<file path="src/rtl/core/sdd_pkg.sv">
// shared types, constants and the arctangent table for the source direction block
// no dependencies
`default_nettype none

package sdd_pkg;

  localparam int FRAC_BITS  = 16;
  localparam int ANG_W      = 25;
  localparam int ATAN_W     = 23;
  localparam int ATAN_LEN   = 24;
  localparam int Q_W        = 8;
  localparam int MUL_W      = 24;
  localparam int SQ_W       = 48;
  localparam int S_CLAMP_W  = 35;
  localparam int T_W        = 49;
  localparam int SCALE_W    = 14;

  localparam logic [SCALE_W-1:0]   DIST_SCALE = 14'd16129;
  localparam logic [S_CLAMP_W-1:0] FAR_SQ     = 35'd17451731025;
  localparam logic [15:0]          DIST_RESET = 16'd400;
  localparam logic [Q_W-1:0]       Q_MIN      = 8'd1;
  localparam logic [Q_W-1:0]       Q_SAT      = 8'd255;

  localparam logic [8:0] BEAR_UP    = 9'd0;
  localparam logic [8:0] BEAR_RIGHT = 9'd90;
  localparam logic [8:0] BEAR_DOWN  = 9'd180;
  localparam logic [8:0] BEAR_LEFT  = 9'd270;
  localparam logic [8:0] BEAR_FULL  = 9'd360;
  localparam logic [8:0] ANG_HALF   = 9'd45;
  localparam logic [8:0] ANG_MAX    = 9'd89;

  typedef struct packed {
    logic signed [15:0] listener_x;
    logic signed [15:0] listener_y;
    logic signed [15:0] source_x;
    logic signed [15:0] source_y;
  } in_beat_t;

  typedef struct packed {
    logic [8:0] bearing_deg;
    logic [7:0] scaled_distance;
  } out_beat_t;

  typedef struct packed {
    logic coincident;
    logic dx_pos;
    logic dy_zero;
    logic dy_pos;
    logic num_zero;
    logic num_eq;
  } flags_t;

  // atan(2^-i) in degrees, 16 fractional bits
  function automatic logic [ATAN_W-1:0] atan_q16(input int unsigned i);
    logic [ATAN_W-1:0] r;
    case (i)
      0:  r = 23'd2949120;
      1:  r = 23'd1740967;
      2:  r = 23'd919879;
      3:  r = 23'd466945;
      4:  r = 23'd234379;
      5:  r = 23'd117304;
      6:  r = 23'd58666;
      7:  r = 23'd29335;
      8:  r = 23'd14668;
      9:  r = 23'd7334;
      10: r = 23'd3667;
      11: r = 23'd1833;
      12: r = 23'd917;
      13: r = 23'd458;
      14: r = 23'd229;
      15: r = 23'd115;
      16: r = 23'd57;
      17: r = 23'd29;
      18: r = 23'd14;
      19: r = 23'd7;
      20: r = 23'd4;
      21: r = 23'd2;
      22: r = 23'd1;
      default: r = '0;
    endcase
    return r;
  endfunction

endpackage

`default_nettype wire

</file>
<file path="src/rtl/core/sdd_cordic_cell.sv">
// one vectoring rotation of the arctangent chain, registered
// depends on sdd_pkg
`default_nettype none

module sdd_cordic_cell #(
  parameter int XW  = 35,
  parameter int AW  = 16,
  parameter int IDX = 0
) (
  input  wire logic                        clk_i,
  input  wire logic                        en_i,
  input  wire logic signed [XW-1:0]        x_i,
  input  wire logic signed [XW-1:0]        y_i,
  input  wire logic signed [sdd_pkg::ANG_W-1:0] z_i,
  input  wire sdd_pkg::flags_t             flags_i,
  input  wire logic [AW-1:0]               ax_i,
  input  wire logic [AW-1:0]               ay_i,
  output logic signed [XW-1:0]             x_o,
  output logic signed [XW-1:0]             y_o,
  output logic signed [sdd_pkg::ANG_W-1:0] z_o,
  output sdd_pkg::flags_t                  flags_o,
  output logic [AW-1:0]                    ax_o,
  output logic [AW-1:0]                    ay_o
);

  logic signed [sdd_pkg::ANG_W-1:0] step;
  logic signed [XW-1:0]             x_d, y_d;
  logic signed [sdd_pkg::ANG_W-1:0] z_d;

  assign step = sdd_pkg::ANG_W'(sdd_pkg::atan_q16(IDX));

  always_comb begin
    if (y_i > 0) begin
      x_d = x_i + (y_i >>> IDX);
      y_d = y_i - (x_i >>> IDX);
      z_d = z_i + step;
    end else begin
      x_d = x_i - (y_i >>> IDX);
      y_d = y_i + (x_i >>> IDX);
      z_d = z_i - step;
    end
  end

  always_ff @(posedge clk_i) begin
    if (en_i) begin
      x_o     <= x_d;
      y_o     <= y_d;
      z_o     <= z_d;
      flags_o <= flags_i;
      ax_o    <= ax_i;
      ay_o    <= ay_i;
    end
  end

endmodule

`default_nettype wire

</file>
<file path="config.mk">
export PLATFORM = sky130hd
export DESIGN_NAME = sdd_cordic_cell
export DESIGN_NICKNAME = d
export VERILOG_FILES = /design/src/rtl/core/sdd_pkg.sv /design/src/rtl/core/sdd_cordic_cell.sv
export SDC_FILE = /design/constraint.sdc
export NUM_CORES = 1
export LEC_CHECK = 0
export BUFFER_PORTS_ARGS = -buffer_cell sky130_fd_sc_hd__buf_2
export CAP_MARGIN = 10
export CORE_MARGIN = 4
export CORE_UTILIZATION = 28
export CTS_CLUSTER_DIAMETER = 30
export DETAILED_ROUTE_END_ITERATION = 6
export SLEW_MARGIN = 10
export SYNTH_ARGS = -nofsm -noshare
export SYNTH_HDL_FRONTEND = slang
export SYNTH_SLANG_ARGS = --single-unit
</file>
<file path="constraint.sdc">
create_clock -name clk_i -period 5.6 [get_ports clk_i]
set_input_delay 1.68 -clock clk_i [delete_from_list [all_inputs] [get_ports clk_i]]
set_output_delay 1.68 -clock clk_i [all_outputs]
set_load 0.02 [all_outputs]
</file>
==> impl_metrics.yaml, run 1 <==
synthesis:
  synth-compound-area-share: 0.231
  synth_top_cell_by_area: "edfxtp_1"
  yosysMostFrequentCell: "edfxtp_1"
  synth_area_leaders: "edfxtp_1, ha_1, a21oi_1"
  synthSimpleGateAreaFrac: 0.126
  syn_nets: 1395
  syn_area_um2: 10700
  yosys.area_share.adder: 0.135
  yosys.area_share.xor_xnor: 0.0606
  synthMuxAreaShare: 0.0168
  yosysWarnings: 0
  syn_area_per_cell_um2: 9.32
  ys_ff_latch: 132
  synth_cell_types: 74
  synth.top_cell.area_share: 0.371
  async_reset_ff_frac: 0
  synth_cells: 1147
  ys_seq_area_frac: 0.371
  synth_top_family_by_area: "compound AO/OA/AOI/OAI gates"
  netlist_top_cells_count: "edfxtp_1, a21oi_1, inv_1"
  synth-edff-count: 132
  synth_flop_cell: "edfxtp_1"
placed_design:
  io_buffers: 267
  post-place-ws_ps: 259
  dp.cells: 1897
  placed_area_um2: 12600
  dp_hpwl_um: 32100
  place.gp.congestion: 0.948
clock_tree:
  cts_setup_buffers: 0
  clk_pin_slew_worst_paths_ps: 60
  cts_max_level: 4
  hold_buffers: 0
  cts_buffers: 17
  clock_sinks: 132
  post_cts_resize_count: 0
  ctsRootBufferMaster: "clkbuf_16"
  tritoncts: "built"
  cts_buffer_depth: 2
finish:
  multiInputGateArea_um2: 6090
  regArea_um2: 3960
  final_layout_size_suffix_gt1_frac: 0.245
  nets: 1653
  areaGrowthSynthToFinish_pct: 23.8
  instances_no_fill: 1928
  nFillCells: 3950
  final_util: 0.351
  finalInstanceArea_um2: 13200
die:
  io_pins: 268
  die_h_um: 203
  floorplan.initialDensity: 0.284
  die_area_um2: 41400
  die_w_um: 203
  core_region_area_um2: 37700
  rows: 71
sta:
  min_period_ps: 4950
  final.setup.worst_slack_ps: 647
  hold_viol: 0
  slew_viol_final: 0
  grt_setup_unrepaired: "false"
  timing.fmax_mhz: 202
  tightest_slew_ps: 874
  tns_ps: 0
  setup_violations: 0
  whs_ps: 1410
  maxSlewHeadroom: 0.417
  period_share: 0.884
pwr:
  p_total_mw: 3.69
  leakage_nw: 5.83
  pwr_density_cell_nw_per_um2: 279
  ir_worst_vdd_mv: 0.193
worst_setup_path:
  cp.required_ps: 5790
  endpoint_kind: "flip-flop"
  cpMaxStageDelayCell: "o41ai_2"
  path_common_cell: "nor4_1"
  crit_family: "compound AO/OA/AOI/OAI gates"
  crit_path_cell_trace: "buf_2 > inv_1 > ha_1 > inv_1 > a221o_1 > o211ai_1 > a21oi_1 > o41ai_2 > nor4_1 > nor4_2 > nor4_1 > nor4_1"
  worst-path-buf-inv: 3
  critPathLaunchType: "input pin"
  cpPeakStageDelay_ps: 680
  criticalPathCategory: "input pin to flip-flop"
  critPathArrivalTime_ps: 5140
  critPathMaxFanout: 11
run:
  drv_cap: 0
drt:
  drc: 0
  dr.pass1.iters: 6
  drt-initial-drc-count: 903
  wl_met3_um: 3410
  post_drt_wl_per_cell_um: 20.9
  highest_layer: "met5"
  antenna_left: 0
  wl_met2_um: 18300
  dr_total_vias: 9965
  wl_um: 40400
  wl_met1_um: 17600
  routed_via_density: 5.17
global_routing:
  grt_pass1_wl_um: 60500
  track_usage: 0.190
  grt_pass1_vias: 9935
  grt_overflow: 0
  antenna_found_initial: 3
  grt_max_degree: 72
min_path:
  hold_path_class: "input pin to flip-flop"
  min_from: "ax_i[2]"
  whs_path_depth: 1
  hold_path_end: "ax_o[2]$_DFFE_PP_"
outcome:
  status: "finished clean"
==> sequential cells by signal, indices dropped and copies added (netlist names) <==
signal	flops
ay_o	16
z_o	25
ax_o	16
flags_o	6
y_o	34
x_o	35
==> final cells by class <==
class / count / area share
multi-input cells: 849 / 0.460
flip-flops and latches: 132 / 0.300
repair buffers: 291 / 0.115
well taps: 511 / 0.0483
inverters: 114 / 0.0323
clock buffers: 17 / 0.0321
clock inverters: 13 / 0.0121
diodes: 1 / 0.000189
==> kinds of logic after synthesis <==
logic type | count (synthesis)
AO/OA/AOI/OAI | 374
AND/OR/NAND/NOR | 270
buffers and inverters | 166
flip-flops | 132
adder cells (fa/ha/maj) | 113
XOR/XNOR | 74
multiplexers | 18
==> power breakdown <==
part / switching, mW / total, mW / internal, mW
Sequential: 0.0366 / 1.30 / 1.26
Clock: 0.464 / 1.16 / 0.693
Combinational: 0.810 / 1.24 / 0.427
Total: 1.31 / 3.69 / 2.38
==> cells in the final DEF (no fill, tap or decap), types with 16 or more instances in the layout <==
| cell | count |
|---|---|
| buf_4 | 24 |
| nor2_1 | 75 |
| o31ai_1 | 17 |
| a21oi_1 | 125 |
| nand2_1 | 59 |
| o21ai_0 | 73 |
| inv_1 | 110 |
| mux2i_1 | 18 |
| xnor2_1 | 63 |
| o21bai_1 | 21 |
| buf_2 | 266 |
| a21o_1 | 31 |
| nor3_1 | 27 |
| nor4_1 | 16 |
| ha_1 | 109 |
| edfxtp_1 | 132 |
| a31oi_1 | 19 |
| clkbuf_16 | 17 |
==> how the worst max path moves through the flow <==
stage,start,end,slack (ps),cells past startpoint
floorplan,y_i[11],z_o[23]$_DFFE_PP_,1020,15
global placement,x_i[4],x_o[31]$_DFFE_PP_,280,12
detailed placement,x_i[4],x_o[31]$_DFFE_PP_,260,12
CTS,x_i[4],x_o[31]$_DFFE_PP_,730,12
global route,x_i[4],x_o[31]$_DFFE_PP_,430,12
finish,x_i[4],x_o[31]$_DFFE_PP_,650,12
==> per-layer routing <==
metal  track usage  vias to the layer above
met5             0                        -
met4        0.0571                        4
met3        0.0491                       64
met2         0.303                      469
met1         0.255                     4727
li1              -                     4701
Note: power is estimated with default switching activity, not from simulation.
==> run 2, diff against run 1 <==
BUFFER_PORTS_ARGS = -buffer_cell sky130_fd_sc_hd__buf_4   (was -buffer_cell sky130_fd_sc_hd__buf_2)
==> run 2 against run 1 <==
Clock power down 10%. Sequential power about the same. Final area up 4.3%. Final cell count down 0.31%. Combinational power up 7%. Core utilization up 1.5 points. Critical path depth unchanged. Worst setup slack better by 230 ps. Global-route usage down 0.096 points. Critical endpoint unchanged. Largest cell class unchanged.
==> impl_metrics.yaml, run 2 (synthesis gave the netlist of run 1 again) <==
worst_setup_path:
  endpoint_kind: "flip-flop"
  critPathMaxFanout: 11
  path_common_cell: "nor4_1"
  cpMaxStageDelayCell: "o41ai_2"
  cpPeakStageDelay_ps: 680
  criticalPathCategory: "input pin to flip-flop"
  critPathArrivalTime_ps: 4960
  cp.required_ps: 5840
  crit_path_cell_trace: "buf_4 > inv_1 > ha_1 > inv_1 > a221o_1 > o211ai_1 > a21oi_1 > o41ai_2 > nor4_1 > nor4_2 > nor4_1 > nor4_1"
  critPathLaunchType: "input pin"
finish:
  final_util: 0.366
  final_common_cell: "buf_4"
  largestRegisters: "x_o (35), y_o (34), z_o (25)"
  instances_no_fill: 1922
  top_register: "x_o"
  finalInstanceArea_um2: 13800
  final_layout_size_suffix_gt1_frac: 0.242
  areaGrowthSynthToFinish_pct: 29.1
  nFillCells: 3907
  layout_common_cells: "buf_4, edfxtp_1, a21oi_1, inv_1, ha_1"
  n_antenna_cell: 0
  largest_reg_flops: 35
  nets: 1646
global_routing:
  grt_pass1_wl_um: 60000
  grt_overflow: 0
  grt_pass1_vias: 9832
  grt_max_degree: 91
  antenna_found_initial: 1
  track_usage: 0.189
sta:
  min_period_ps: 4720
  hold_viol: 0
  setup_violations: 0
  tns_ps: 0
  timing.fmax_mhz: 212
  period_share: 0.843
  final.setup.worst_slack_ps: 881
  slew_viol_final: 0
  grt_setup_unrepaired: "false"
  whs_ps: 1410
  tightest_slew_ps: 960
  maxSlewHeadroom: 0.360
drt:
  post_drt_wl_per_cell_um: 21.0
  antenna_left: 0
  wl_met3_um: 2940
  wl_um: 40400
  wl_met2_um: 18500
  wl_met1_um: 18200
  highest_layer: "met5"
  dr.pass1.iters: 5
  routed_via_density: 5.20
  dr_total_vias: 9989
  drc: 0
  drt-initial-drc-count: 701
clock_tree:
  cts_max_level: 4
  hold_buffers: 0
  ctsRootBufferMaster: "clkbuf_16"
  cts_setup_buffers: 0
  tritoncts: "built"
  clk_pin_slew_worst_paths_ps: 60
  cts_buffers: 17
  cts_buffer_depth: 2
  post_cts_resize_count: 0
  clock_sinks: 132
pwr:
  p_sw_frac: 0.361
  leakage_nw: 6.01
  intPower_mw: 2.35
  pwr_density_cell_nw_per_um2: 266
  ir_worst_vdd_mv: 0.203
  p_seq_frac: 0.355
  comb_power_share: 0.361
  netSwitchingPower_mw: 1.33
  power.share.clock: 0.283
  p_total_mw: 3.67
placed_design:
  dp.cells: 1890
  io_buffers: 267
  post-place-ws_ps: 528
  placed_area_um2: 13300
  place.gp.congestion: 0.944
  dp_hpwl_um: 32100
die:
  floorplan.initialDensity: 0.284
  rows: 71
  die_w_um: 203
  die_h_um: 203
  core_region_area_um2: 37700
  io_pins: 268
  die_area_um2: 41400
outcome:
  status: "finished clean"
run:
  drv_cap: 0
min_path:
  hold_path_class: "input pin to flip-flop"
-- run 2: cell types whose count changed in the layout (fill, tap and decap cells not counted) --
cell | before | now
clkbuf_1 | 0 | 1
buf_4 | 24 | 282
clkinv_4 | 1 | 3
bufinv_16 | 3 | 0
inv_6 | 2 | 4
buf_12 | 0 | 1
buf_2 | 266 | 0
diode_2 | 1 | 0
-- run 2: layout make-up --
type	instances	area, µm²	share of cell area
multi-input cells	849	6090	0.441
well taps	511	639	0.0463
inverters	114	428	0.0310
clock inverters	14	105	0.00761
clock buffers	18	429	0.0311
repair buffers	284	2150	0.156
flip-flops and latches	132	3960	0.287
-- run 2: worst max-delay path, delay by kind of cell --
family,cells,cell delay [ps]
compound gates,4,1540
simple gates,4,960
fa+ha+maj,1,530
buf+inv,3,260
-- run 2: path summary, 6_finish.rpt --
kind / startpoint / depth (start not counted) / to / slack [ps]
min: z_i[11] / 1 / z_o[11]$_DFFE_PP_ / 1410
max: x_i[4] / 12 / x_o[31]$_DFFE_PP_ / 880
-- run 2: per-layer routing --
layer,vias up,global-route usage
met5,-,0
met4,2,0.0528
met3,50,0.0453
met2,445,0.301
met1,4803,0.257
li1,4689,-
-- run 2: power groups by stage --
stage	registers [mW]	logic [mW]	clock network [mW]
floorplan	1.49	0.596	0
global placement	1.33	1.32	0
detailed placement	1.33	1.31	0
CTS	1.31	1.32	1.08
global route	1.32	1.43	1.12
finish	1.30	1.33	1.04
